`src/hdl/lgg_pkg.sv`:
```
// ----------------------------------------------------------------------------
// lgg_pkg
// types, constants and the cell rule for the life grid generation block
// ----------------------------------------------------------------------------
`default_nettype none

package lgg_pkg;

    localparam int ROWS = 16;
    localparam int COLS = 16;

    localparam int ROW_AW = $clog2(ROWS);

    localparam logic [ROW_AW-1:0] LAST_ROW = ROW_AW'(ROWS - 1);
    localparam logic [ROW_AW:0]   ROWS_EXT = (ROW_AW + 1)'(ROWS);

    localparam logic CMD_WRITE   = 1'b0;
    localparam logic CMD_ADVANCE = 1'b1;

    typedef struct packed {
        logic       cmd;
        logic [3:0] row;
        logic [3:0] col;
        logic       alive;
    } in_item_t;

    typedef struct packed {
        logic [3:0]  row_index;
        logic [15:0] row_cells;
        logic        last;
    } out_item_t;

    typedef struct packed {
        logic rd_cell;
        logic write_cell;
        logic rd_first;
        logic load_window;
        logic step;
    } ctrl_cmd_t;

    typedef struct packed {
        logic is_advance;
        logic cell_in_range;
        logic out_free;
        logic last_row;
    } ctrl_sts_t;

    // B3/S23 on one row, given the rows above and below
    function automatic logic [COLS-1:0] life_row(
        input logic [COLS-1:0] above,
        input logic [COLS-1:0] mid,
        input logic [COLS-1:0] below
    );
        logic [COLS-1:0] res;
        logic [3:0]      n;
        res = '0;
        for (int j = 0; j < COLS; j++)
        begin
            n = 4'(above[j]) + 4'(below[j]);
            if (j > 0)
            begin
                n = n + 4'(above[j-1]) + 4'(mid[j-1]) + 4'(below[j-1]);
            end
            if (j < COLS - 1)
            begin
                n = n + 4'(above[j+1]) + 4'(mid[j+1]) + 4'(below[j+1]);
            end
            res[j] = (n == 4'd3) || (mid[j] && (n == 4'd2));
        end
        return res;
    endfunction

endpackage

`default_nettype wire

```
`src/hdl/lgg_ctrl.sv`:
```
// ----------------------------------------------------------------------------
// lgg_ctrl
// sequencer for cell writes and generation sweeps
// ----------------------------------------------------------------------------
`default_nettype none

module lgg_ctrl (
    input  wire logic               clk,
    input  wire logic               rst_n,
    input  wire logic               in_valid,
    output logic                    in_ready,
    input  wire lgg_pkg::ctrl_sts_t sts,
    output lgg_pkg::ctrl_cmd_t      cmd
);

    typedef enum logic [1:0] {
        IDLE,
        CELL_WR,
        FILL,
        SWEEP
    } state_t;

    state_t state_reg;
    state_t state_next;
    logic   accept;

    assign in_ready = (state_reg == IDLE);
    assign accept   = in_valid && in_ready;

    always_comb
    begin
        state_next = state_reg;
        cmd        = '0;
        unique case (state_reg)
            IDLE:
            begin
                if (accept)
                begin
                    if (sts.is_advance)
                    begin
                        cmd.rd_first = 1'b1;
                        state_next   = FILL;
                    end
                    else if (sts.cell_in_range)
                    begin
                        cmd.rd_cell = 1'b1;
                        state_next  = CELL_WR;
                    end
                end
            end
            CELL_WR:
            begin
                cmd.write_cell = 1'b1;
                state_next     = IDLE;
            end
            FILL:
            begin
                cmd.load_window = 1'b1;
                state_next      = SWEEP;
            end
            SWEEP:
            begin
                if (sts.out_free)
                begin
                    cmd.step = 1'b1;
                    if (sts.last_row)
                    begin
                        state_next = IDLE;
                    end
                end
            end
            default:
            begin
                state_next = IDLE;
            end
        endcase
    end

    always_ff @(posedge clk or negedge rst_n)
    begin
        if (!rst_n)
        begin
            state_reg <= IDLE;
        end
        else
        begin
            state_reg <= state_next;
        end
    end

endmodule

`default_nettype wire

```
`src/hdl/lgg_datapath.sv`:
```
// ----------------------------------------------------------------------------
// lgg_datapath
// board memory, three-row window, cell rule and output register
// ----------------------------------------------------------------------------
`default_nettype none

module lgg_datapath (
    input  wire logic               clk,
    input  wire logic               rst_n,
    input  wire lgg_pkg::in_item_t  in_item,
    input  wire logic               out_ready,
    output logic                    out_valid,
    output lgg_pkg::out_item_t      out_item,
    input  wire lgg_pkg::ctrl_cmd_t cmd,
    output lgg_pkg::ctrl_sts_t      sts
);

    logic [lgg_pkg::COLS-1:0]   board_mem [lgg_pkg::ROWS];
    logic [lgg_pkg::ROWS-1:0]   row_valid_reg;
    logic [lgg_pkg::COLS-1:0]   rd_raw_reg;
    logic                       rd_valid_reg;
    logic [lgg_pkg::COLS-1:0]   rd_data;
    logic [lgg_pkg::COLS-1:0]   prev_reg;
    logic [lgg_pkg::COLS-1:0]   cur_reg;
    logic [lgg_pkg::COLS-1:0]   below;
    logic [lgg_pkg::COLS-1:0]   new_row;
    logic [lgg_pkg::COLS-1:0]   cell_wr_data;
    logic [lgg_pkg::ROW_AW-1:0] cnt_reg;
    logic [lgg_pkg::ROW_AW:0]   cnt_plus2;
    logic [3:0]                 cell_row_reg;
    logic [3:0]                 cell_col_reg;
    logic                       cell_alive_reg;
    logic                       out_valid_reg;
    lgg_pkg::out_item_t         out_item_reg;
    logic                       rd_en;
    logic [lgg_pkg::ROW_AW-1:0] rd_addr;
    logic                       wr_en;
    logic [lgg_pkg::ROW_AW-1:0] wr_addr;
    logic [lgg_pkg::COLS-1:0]   wr_data;
    logic                       last_row;

    // rows never written read as dead
    assign rd_data   = rd_valid_reg ? rd_raw_reg : '0;
    assign last_row  = (cnt_reg == lgg_pkg::LAST_ROW);
    assign cnt_plus2 = {1'b0, cnt_reg} + (lgg_pkg::ROW_AW + 1)'(2);
    assign below     = last_row ? '0 : rd_data;
    assign new_row   = lgg_pkg::life_row(prev_reg, cur_reg, below);

    always_comb
    begin
        for (int j = 0; j < lgg_pkg::COLS; j++)
        begin
            cell_wr_data[j] = (int'(cell_col_reg) == j) ? cell_alive_reg : rd_data[j];
        end
    end

    always_comb
    begin
        rd_en   = 1'b0;
        rd_addr = '0;
        priority if (cmd.rd_cell)
        begin
            rd_en   = 1'b1;
            rd_addr = lgg_pkg::ROW_AW'(in_item.row);
        end
        else if (cmd.rd_first)
        begin
            rd_en   = 1'b1;
            rd_addr = '0;
        end
        else if (cmd.load_window)
        begin
            rd_en   = 1'b1;
            rd_addr = lgg_pkg::ROW_AW'(1);
        end
        else if (cmd.step && (cnt_plus2 < lgg_pkg::ROWS_EXT))
        begin
            rd_en   = 1'b1;
            rd_addr = cnt_plus2[lgg_pkg::ROW_AW-1:0];
        end
        else
        begin
            rd_en   = 1'b0;
            rd_addr = '0;
        end
    end

    always_comb
    begin
        wr_en   = 1'b0;
        wr_addr = cnt_reg;
        wr_data = new_row;
        priority if (cmd.write_cell)
        begin
            wr_en   = 1'b1;
            wr_addr = lgg_pkg::ROW_AW'(cell_row_reg);
            wr_data = cell_wr_data;
        end
        else if (cmd.step)
        begin
            wr_en = 1'b1;
        end
        else
        begin
            wr_en = 1'b0;
        end
    end

    always_ff @(posedge clk)
    begin
        if (wr_en)
        begin
            board_mem[wr_addr] <= wr_data;
        end
        if (rd_en)
        begin
            rd_raw_reg <= board_mem[rd_addr];
        end
    end

    always_ff @(posedge clk or negedge rst_n)
    begin
        if (!rst_n)
        begin
            row_valid_reg <= '0;
            rd_valid_reg  <= 1'b0;
            out_valid_reg <= 1'b0;
            cnt_reg       <= '0;
        end
        else
        begin
            if (wr_en)
            begin
                row_valid_reg[wr_addr] <= 1'b1;
            end
            if (rd_en)
            begin
                rd_valid_reg <= row_valid_reg[rd_addr];
            end
            if (cmd.step)
            begin
                out_valid_reg <= 1'b1;
            end
            else if (out_ready)
            begin
                out_valid_reg <= 1'b0;
            end
            if (cmd.rd_first)
            begin
                cnt_reg <= '0;
            end
            else if (cmd.step)
            begin
                cnt_reg <= cnt_reg + lgg_pkg::ROW_AW'(1);
            end
        end
    end

    always_ff @(posedge clk)
    begin
        if (cmd.rd_cell)
        begin
            cell_row_reg   <= in_item.row;
            cell_col_reg   <= in_item.col;
            cell_alive_reg <= in_item.alive;
        end
        if (cmd.load_window)
        begin
            prev_reg <= '0;
            cur_reg  <= rd_data;
        end
        else if (cmd.step)
        begin
            prev_reg <= cur_reg;
            cur_reg  <= rd_data;
        end
        if (cmd.step)
        begin
            out_item_reg.row_index <= 4'(cnt_reg);
            out_item_reg.row_cells <= 16'(new_row);
            out_item_reg.last      <= last_row;
        end
    end

    assign out_valid = out_valid_reg;
    assign out_item  = out_item_reg;

    assign sts.is_advance    = (in_item.cmd == lgg_pkg::CMD_ADVANCE);
    assign sts.cell_in_range = (int'(in_item.row) < lgg_pkg::ROWS)
                            && (int'(in_item.col) < lgg_pkg::COLS);
    assign sts.out_free      = !out_valid_reg || out_ready;
    assign sts.last_row      = last_row;

endmodule

`default_nettype wire

```
`src/hdl/life_grid_generation.sv`:
```
// ----------------------------------------------------------------------------
// life_grid_generation
// Conway's Life board (B3/S23, edges dead) with cell load and row output
//
// input channel in_valid/in_ready carries in_item; cmd selects a cell write
// (row, col, alive) or an advance to the next generation. A write outside
// the board is taken and dropped. A cell write gives no output. An advance
// reads row 0 when it is taken, loads it into a three-row window, then
// steps once per board row as the window slides down the board memory,
// writing each new row back in place. Every new row leaves on
// out_valid/out_ready as out_item, row 0 first, last set on the final row.
// The output register lets the last row wait while a new input is taken.
// When the receiver stalls, the sweep holds on the current row and resumes
// when the output register frees. in_ready is high only between commands.
// Reset clears the board to all dead through per-row valid bits, with no
// clearing pass, and drops any pending output.
// ----------------------------------------------------------------------------
`default_nettype none

module life_grid_generation (
    input  wire logic              clk,
    input  wire logic              rst_n,
    input  wire logic              in_valid,
    output logic                   in_ready,
    input  wire lgg_pkg::in_item_t in_item,
    output logic                   out_valid,
    input  wire logic              out_ready,
    output lgg_pkg::out_item_t     out_item
);

    lgg_pkg::ctrl_cmd_t cmd;
    lgg_pkg::ctrl_sts_t sts;

    lgg_ctrl u_ctrl (
        .clk      (clk),
        .rst_n    (rst_n),
        .in_valid (in_valid),
        .in_ready (in_ready),
        .sts      (sts),
        .cmd      (cmd)
    );

    lgg_datapath u_datapath (
        .clk       (clk),
        .rst_n     (rst_n),
        .in_item   (in_item),
        .out_ready (out_ready),
        .out_valid (out_valid),
        .out_item  (out_item),
        .cmd       (cmd),
        .sts       (sts)
    );

endmodule

`default_nettype wire

```
`config.mk`:
```
export PLATFORM = sky130hd
export DESIGN_NAME = life_grid_generation
export DESIGN_NICKNAME = d
export VERILOG_FILES = /design/src/hdl/lgg_pkg.sv /design/src/hdl/lgg_ctrl.sv /design/src/hdl/lgg_datapath.sv /design/src/hdl/life_grid_generation.sv
export SDC_FILE = /design/constraint.sdc
export NUM_CORES = 1
export LEC_CHECK = 0
export ABC_AREA = 1
export ABC_CLOCK_PERIOD_IN_PS = 6650
export BUFFER_PORTS_ARGS = -buffer_cell sky130_fd_sc_hd__buf_2
export CELL_PAD_IN_SITES_DETAIL_PLACEMENT = 0
export CELL_PAD_IN_SITES_GLOBAL_PLACEMENT = 1
export CORE_ASPECT_RATIO = 0.75
export CORE_MARGIN = 1
export CORE_UTILIZATION = 51
export CTS_CLUSTER_DIAMETER = 50
export DETAILED_ROUTE_END_ITERATION = 8
export PLACE_DENSITY = 0.77
export SYNTH_ARGS = -nofsm -noshare
export SYNTH_HDL_FRONTEND = slang
export SYNTH_SLANG_ARGS = --single-unit
```
`constraint.sdc`:
```
create_clock -name clk -period 6.65 [get_ports clk]
set_input_delay 1.33 -clock clk [delete_from_list [all_inputs] [get_ports clk]]
set_output_delay 1.33 -clock clk [all_outputs]
set_load 0.03 [all_outputs]
```
After elaboration in Yosys (flattened, before gate mapping)
Memory sizes are Yosys's and may differ from the RTL's. A register that Yosys moved wholly into a read port is not among the register bits.
Cells that the tools add are included.

storage, ports and cells
  word-level logic and storage cells = 281
  memories kept = 1
  bits in registers = 86
  memory bits (writable) = 256
  bits of input ports = 14

memory list
  memory                depth  bits a word  read ports  clocked after memory_dff  write ports  line                source
  u_datapath.board_mem  16     16           1           1                         1            lgg_datapath.sv:18  logic [lgg_pkg::COLS-1:0] board_mem [lgg_pkg::ROWS];

operators by class
  magnitude comparators = 4
  add/sub/neg operators = 108
  reduce and logical (&&, ||, !) cells = 43
  bitwise gates (word level) = 1
  muxes and demuxes = 57
  equal/unequal tests = 54

operators with widths
  cell                   number
  $add A4 B1 Y4          90
  $eq A4 B2 Y1 const B   34
  $mux W16               5
  $mux W1                38
  $eq A4 B4 Y1 const B   9
  $add A1 B1 Y2          16
  $mux W4                7
  $logic_and A1 B1 Y1    19
  $logic_or A1 B1 Y1     17
  $eq A4 B3 Y1 const B   4
  $or A16 B16 Y16        1
  $lt A4 B5 Y1 const B   2
  $mux W2                4
  $pmux W2 S4            1
  $reduce_bool A2 Y1     3
  $add A4 B2 Y5 const B  1
  $lt A5 B5 Y1 const B   1
  $add A4 B1 Y4 const B  1
  $bmux W1 S4            1
  $demux W1 S4           1
  $eq A2 B2 Y1 const B   2
  $eq A4 B1 Y1 const B   1
  $ge A4 B1 Y1 const B   1
  $logic_not A4 Y1       1
  other kinds (6)        7

Depth between registers and ports, before layout
Gate-level depths: netlist (run 1).

  depth in word-level cells = 13
  gate-level depth with buffers = 20
  depth with buffers taken out = 19

Cells and area by module
Synthesis (run 1) repeated with hierarchy kept, for this count alone.

second synthesis, totals
  cells, all modules = 1468
  area, all modules = 17197.7 um2

modules (own cells, without submodules)
  module        instances  area each (um2)  seq. area each (um2)  cells each
  lgg_datapath  1          17025.1          10420.0               1438
  lgg_ctrl      1          172.7            50.0                  30

Worst setup path after synthesis (run 1)
No wires, ideal clock.

  path type = register -> register
  start = register u_datapath.cnt_reg[1] (netlist bit)
  end = memory u_datapath.board_mem[0][8] (netlist bit) (data pin)
  slack = 1.795 ns
  setup time = 0.330 ns
  data arrival time = 4.525 ns
  buffers on the path = 1
  stages on the path, launching flop included = 19
  clock period less this slack = 4.855 ns
  data required time = 6.320 ns
  cell sequence = dfrtp_1 ha_1 inv_1 nor3_1 inv_2 clkbuf_1 nand2_1 inv_1 ha_1 inv_1 fa_1 fa_1 inv_1 fa_1 inv_1 fa_1 a2111oi_0 nand2_1 o21ai_0

on the way
  longest elaborated chain between the ends = 13

ends and longest elaborated chain
  element                           line                 source
  from (decl)                       lgg_datapath.sv:28   logic [lgg_pkg::ROW_AW-1:0] cnt_reg;
  from (signal assigned)            lgg_datapath.sv:154  cnt_reg <= cnt_reg + lgg_pkg::ROW_AW'(1);
  $eq A4 B4 Y1 (*)                  lgg_datapath.sv:44   assign last_row = (cnt_reg == lgg_pkg::LAST_ROW);
  via u_datapath.last_row           lgg_datapath.sv:40   logic last_row;
  $mux W16 (*)                      lgg_datapath.sv:46   assign below = last_row ? '0 : rd_data;
  $add A1 B1 Y2                     lgg_pkg.sv:59        n = 4'(above[j]) + 4'(below[j]);
  $add A4 B1 Y4 (3 in series)       lgg_pkg.sv:62        n = n + 4'(above[j-1]) + 4'(mid[j-1]) + 4'(below[j-1]);
  $add A4 B1 Y4 (2 in series)       lgg_pkg.sv:66        n = n + 4'(above[j+1]) + 4'(mid[j+1]) + 4'(below[j+1]);
  $add A4 B1 Y4 (*)                 lgg_pkg.sv:66
  $eq A4 B2 Y1                      lgg_pkg.sv:68        res[j] = (n == 4'd3) || (mid[j] && (n == 4'd2));
  $logic_and A1 B1 Y1               lgg_pkg.sv:68
  $logic_or A1 B1 Y1 (*)            lgg_pkg.sv:68
  via u_datapath.new_row (one bit)  lgg_datapath.sv:26   logic [lgg_pkg::COLS-1:0] new_row;
  $mux W16 (*)                      lgg_datapath.sv:93   priority if (cmd.write_cell)
  via u_datapath.wr_data (one bit)  lgg_datapath.sv:39   logic [lgg_pkg::COLS-1:0] wr_data;
  to (decl)                         lgg_datapath.sv:18

The timed path passes the listed nets; every way through them passes the cells marked *.

Final worst setup path (run 1)
  start = register u_datapath.cnt_reg[1] (netlist bit)
  end = memory u_datapath.board_mem[11][3] (netlist bit) (data pin)

The elaborated chain is that of the path after synthesis.

==> results of run 1 <==
==> layer usage <==
metal | vias up | share of wire [%]
li1 | 5434 | -
met1 | 5469 | 46
met2 | 331 | 45
met3 | 46 | 6.9
met4 | 0 | 1.4
met5 | - | 0
==> final timing paths <==
kind | start | end | cells after the start
setup / recovery | u_datapath.cnt_reg[1] | u_datapath.board_mem[11][3] | 18
hold / removal | u_datapath.row_valid_reg[7] | u_datapath.row_valid_reg[7] | 2
setup reg to reg | u_datapath.cnt_reg[1] | u_datapath.board_mem[11][3] | 18
hold reg to reg | u_datapath.row_valid_reg[7] | u_datapath.row_valid_reg[7] | 2
max in group asynchronous | rst_n | u_ctrl.state_reg[0] | 1
min in group asynchronous | rst_n | u_datapath.row_valid_reg[2] | 1
==> logic make-up (layout without fill, tap and decap cells) <==
| family | after synthesis | after routing |
|---|---|---|
| buffers and inverters | 397 | 472 |
| AND/OR/NAND/NOR | 383 | 383 |
| flip-flops | 358 | 358 |
| AO/OA/AOI/OAI | 324 | 324 |
| adder cells (fa/ha/maj) | 108 | 108 |
==> cells in the mapped netlist <==
cell type  number  area share [%]
inv_1         325             7.0
edfxtp_1      318              55
nand2_1       180             3.9
nand3_1       118             3.4
a21oi_1       103             3.0
o21ai_0        87             2.5
o211ai_1       63             2.7
fa_1           60             6.9
nor2_1         57             1.2
ha_1           48             3.5
o21ai_1        36             1.0
buf_2          32            0.92
clkbuf_1       28            0.60
dfrtp_1        24             3.5
a31oi_1        16            0.58
dfxtp_1        16             1.8
nand4_1         9            0.32
a2111oi_0       8            0.40
nor3_1          6            0.17
buf_4           5            0.22
inv_2           5            0.11
and3b_1         4            0.20
o221ai_1        4            0.20
a22oi_1         2           0.086
buf_1           2           0.043
nand2_2         2           0.072
nand4_2         2            0.14
nor2_4          2            0.13
o21ai_2         2            0.10
a211oi_1        1           0.043
a21oi_2         1           0.050
a32o_1          1           0.058
nand3_2         1           0.058
nor2_2          1           0.036
or2_1           1           0.036
==> layout by cell type, fill, tap and decap left out, types with 38 or more instances in the layout <==
cell type	netlist	routed
nand2_1	180	180
inv_1	325	325
nor2_1	57	41
edfxtp_1	318	318
o21ai_0	87	87
clkbuf_16	0	41
ha_1	48	48
fa_1	60	60
a21oi_1	103	103
o211ai_1	63	63
buf_4	5	38
nand3_1	118	118
==> stage by stage <==
step | cell area (um2) | hold WS [ns]
finish | 19400 | 0.457
global route | 19400 | 0.469
CTS | 19400 | 0.462
detailed placement | 18200 | 0.447
global placement | 18200 | 0.441
floorplan | 17400 | 0.427
==> worst min-delay path: cells and delay by family, from the launching register on <==
family	cells	cell delay (ns)
flip-flops	1	0.32
AO/OA/AOI/OAI	1	0.06
buffers and inverters	1	0.04
==> cell type report <==
| type | instances | area share [%] |
|---|---|---|
| clock buffers | 51 | 5.64 |
| clock inverters | 15 | 0.458 |
| inverters | 330 | 6.39 |
| multi-input cells | 815 | 28.0 |
| flip-flops and latches | 358 | 54.0 |
| well taps | 450 | 2.91 |
| repair buffers | 76 | 2.61 |
==> flow_summary.ini, run 1 <==
[status]
outcome = finished clean

[global_route]
gr-total-overflow = 0
grt_usage_pct = 23.3
busiest_layer = met2
use_met2_pct = 36.4
grt_max_degree = 168
grt_util_met3_pct = 3.37
use_met1_pct = 34.7
antenna_found_initial = 0
first_global_vias = 10600
grt_first_pass_wirelength_um = 61500

[synth]
synth-adder-area-share_pct = 10.4
yosysWarnings = 0
synth_xor_area_share_pct = 0
synth_top_family_by_area = compound AO/OA/AOI/OAI gates
synth_seq_cells = 358
synthMuxAreaShare_pct = 0
syn-mean-instance-area_um2 = 11.1
ys_seq_area_share_pct = 60.3
synth_compound_area_share_pct = 10.8
synth.cell_area_um2 = 17400
synthCells = 1570
synth_nets = 1692
yosys.area_share.simple_pct = 9.69
synth.distinct_cells = 35

[timing]
tightest_slew_ns = 1.07
period_share_pct = 77.1
rsz0062_at_grt = false
hold_violations = 0
fin_tns_setup_ns = 0
setup_ws_ns = 1.52
slew_viol_final = 0
clock_skew_ns = 0.00940
clock.fmax_mhz = 195
relSlewSlack_pct = 28.4
min_period_ns = 5.13
setup_violations = 0

[job]
drv_cap = 0

[critical_path]
end_kind = flop
cp_num_buf_inv = 7
cp.arrival_ns = 5.50
path_cells = ha_1 > inv_1 > nor3_1 > inv_2 > nand2_1 > inv_1 > ha_1 > inv_1 > fa_1 > fa_1 > inv_1 > fa_1 > inv_1 > fa_1 > a2111oi_0 > nand2_1 > o21ai_0 > buf_4
path_delay_family = adder cells
startpoint_type = flop
crit_required_ns = 7.02
cpMaxStageDelayCell = fa_1
max_stage_delay_ns = 0.55
crit_top_cell = inv_1
r2r_setup_slack_ns = 1.52
path_class = flop to flop
critPathMaxFanout = 17

[clock_tree]
cts_hold_buf = 0
clk_path_buf_depth = 3
cts_resized = 0
cts.sinks = 358
cts_root_buffer = clkbuf_16
cts_setup_buffers = 0
insertion_delay_ns = 0.53
cts_max_level = 2
cts_tree = yes
clkTransAtPathRegs_ns = 0.06
cts_buffers = 38

[placed_design]
gp_congestion = 0.815
pre_cts_ws_ns = 1.56
io_buffers = 36
dp_hpwl_um = 24800
placedCellCount = 2029

[floorplanning]
start_util_pct = 51.8
die_w_um = 215
fp-row-count = 58
die_h_um = 162
coreArea_um2 = 33500
die_area_um2 = 34800
ios = 37

[drt]
vias = 11300
drt_iter0_drc = 1216
drcViolationCount = 0
wl_per_cell_um = 19.0
drt-total-wl_um = 39800
antenna_left = 0
drt_first_pass_iters = 5
routed_via_density = 5.38

[finish]
nets = 1741
drive_above_1_share_pct = 9.67
seqCellArea_um2 = 10500
instances_no_fill = 2095
diodes = 0
postLayoutCoreUtil_pct = 57.8
fillers = 2776
multiInputGateArea_um2 = 5420
area_growth_pct = 11.5
largest_register_ffs = 256

[min_path]
hold_class = flop to flop
Power of run 1 is not shown: default switching activity piles up to over one toggle a cycle in this logic, so the estimate is an artifact.
==> run 2: changes to the inputs <==
--- a/config.mk
+++ b/config.mk
@@ -6,16 +6,16 @@
 export NUM_CORES = 1
 export LEC_CHECK = 0
 export ABC_AREA = 1
-export ABC_CLOCK_PERIOD_IN_PS = 6650
+export ABC_CLOCK_PERIOD_IN_PS = 4300
 export BUFFER_PORTS_ARGS = -buffer_cell sky130_fd_sc_hd__buf_2
 export CELL_PAD_IN_SITES_DETAIL_PLACEMENT = 0
 export CELL_PAD_IN_SITES_GLOBAL_PLACEMENT = 1
 export CORE_ASPECT_RATIO = 0.75
 export CORE_MARGIN = 1
-export CORE_UTILIZATION = 51
+export CORE_UTILIZATION = 46
 export CTS_CLUSTER_DIAMETER = 50
 export DETAILED_ROUTE_END_ITERATION = 8
-export PLACE_DENSITY = 0.77
+export PLACE_DENSITY = 0.73
 export SYNTH_ARGS = -nofsm -noshare
 export SYNTH_HDL_FRONTEND = slang
 export SYNTH_SLANG_ARGS = --single-unit
==> constraint.sdc (replaced) <==
create_clock -name clk -period 4.3 [get_ports clk]
set_input_delay 0.86 -clock clk [delete_from_list [all_inputs] [get_ports clk]]
set_output_delay 0.86 -clock clk [all_outputs]
set_load 0.03 [all_outputs]
==> flow_summary.ini, run 2 (same netlist as run 1, synthesis figures left out) <==
[floorplanning]
fp-row-count = 61
die_w_um = 226
die_area_um2 = 38600
die_h_um = 170
ios = 37
start_util_pct = 46.7
coreArea_um2 = 37200

[critical_path]
path_class = flop to flop
end_kind = flop
r2r_start = u_datapath.cnt_reg[0]
startpoint_type = flop
crit_required_ns = 4.70
cp.arrival_ns = 4.84
r2r_setup_slack_ns = -0.14
critPathMaxFanout = 8
reg2reg_depth = 23
r2r-end = u_datapath.board_mem[5][1]

[drt]
vias = 11700
drt-total-wl_um = 42500
routed_via_density = 5.23
drcViolationCount = 0
drt_iter0_drc = 1013
wl_per_cell_um = 19.0
drt_first_pass_iters = 7
antenna_left = 0

[status]
violations = setup timing
outcome = finished with violations

[timing]
hold_violations = 0
setup_violations = 125
tightest_slew_ns = 1.00
clock_skew_ns = 0.0107
relSlewSlack_pct = 33.2
min_period_ns = 4.44
fin_tns_setup_ns = -6.53
rsz0062_at_grt = true
period_share_pct = 103
setup_ws_ns = -0.140
clock.fmax_mhz = 225
slew_viol_final = 0

[finish]
drive_above_1_share_pct = 21.2
layout_commonest_cell = edfxtp_1
mostFrequentLayoutCells = edfxtp_1, inv_1, nand2_1
fillers = 3106
multiInputGateArea_um2 = 6100
seqCellArea_um2 = 10500
area_growth_pct = 20.3
final_cell_area_um2 = 20900
diodes = 0
largest_register_ffs = 256
nets = 1832

[clock_tree]
clkTransAtPathRegs_ns = 0.07
cts.sinks = 358
cts_max_level = 2
insertion_delay_ns = 0.53
cts_tree = yes
cts_root_buffer = clkbuf_16
cts_buffers = 38
clk_path_buf_depth = 3
cts_hold_buf = 0

[placed_design]
gp_congestion = 0.813
dp_hpwl_um = 25200
placed_cell_area_um2 = 18900
io_buffers = 36

[min_path]
hold_class = input port to asynchronous set/reset pin

[global_route]
gr-total-overflow = 0
grt_usage_pct = 22.5
antenna_found_initial = 0
grt_max_degree = 100
first_global_vias = 11300
grt_first_pass_wirelength_um = 64700

[job]
drv_cap = 0
## run 2: changes by cell type in the layout (fill, tap and decap cells not counted), moves of 23 or more
cell,change
inv_1,-33
fa_2,+23
nand2_1,-23
fa_1,-23
inv_2,+27
buf_4,+67
## run 2: per-layer routing
metal,global-route usage [%],part of all wire [%],wire (um)
met1,32.1,46,19400
met2,35.8,47,19800
met3,3.42,5.7,2400
met4,5.82,2.0,843
met5,0,0,0
## run 2: area by class of cell
| cell class | count | share of cell area (%) |
|---|---|---|
| clock buffer | 43 | 4.74 |
| clock inverter | 19 | 0.772 |
| inverter | 330 | 6.01 |
| multi-input combinational | 823 | 29.2 |
| sequential | 358 | 50.1 |
| tap | 504 | 3.02 |
| timing repair buffer | 159 | 6.19 |
## run 2: timing repair
item                                    in CTS  in global routing
endpoints found under the setup margin     227                228
resized for setup                           93                 62
setup buffers                                9                 16
gates cloned                                 8                  2
pin swaps                                   28                 43
## run 2: how the worst max path moves through the flow
stage | start | endpoint | slack (ns) | depth (start not counted)
after detailed placement | u_datapath.cnt_reg[0] | u_datapath.board_mem[7][10] | -0.39 | 19
after CTS | u_datapath.cnt_reg[0] | u_datapath.board_mem[4][6] | -0.08 | 20
after global placement | u_datapath.cnt_reg[0] | u_datapath.board_mem[9][4] | -0.21 | 17
after floorplan | u_datapath.cnt_reg[1] | u_datapath.board_mem[0][8] | -0.07 | 18
after global routing | u_datapath.cnt_reg[1] | u_datapath.board_mem[5][1] | -0.33 | 23
final | u_datapath.cnt_reg[0] | u_datapath.board_mem[5][1] | -0.14 | 23
## run 2: critical path: stages (launching register included)
cell and delay [ns]:
dfrtp_1 0.36, ha_2 0.19, inv_2 0.05, nor3_4 0.17, clkinv_4 0.16, buf_4 0.17, buf_4 0.13, nand2_4 0.06
inv_1 0.04, ha_1 0.29, inv_2 0.04, fa_1 0.46, fa_1 0.48, inv_2 0.07, fa_2 0.19, inv_1 0.05
fa_2 0.35, nor3_2 0.20, a22oi_2 0.08, nor3_2 0.17, buf_4 0.14, nand2_1 0.08, o21ai_4 0.16, clkbuf_16 0.20
## run 2: through the flow
step	utilization (%)	worst slack [ns]	cells	hold slack [ns]
6_report	56.2	-0.140	2236	0.320
5_1_grt	56.2	-0.328	2236	0.360
4_1_cts	55.2	-0.0811	2219	0.325
3_5_place_dp	50.8	-0.386	2140	0.449
3_3_place_gp	50.8	-0.209	2140	0.439
2_1_floorplan	-	-0.0719	1570	0.427
Power of run 2 is left out for the same reason.
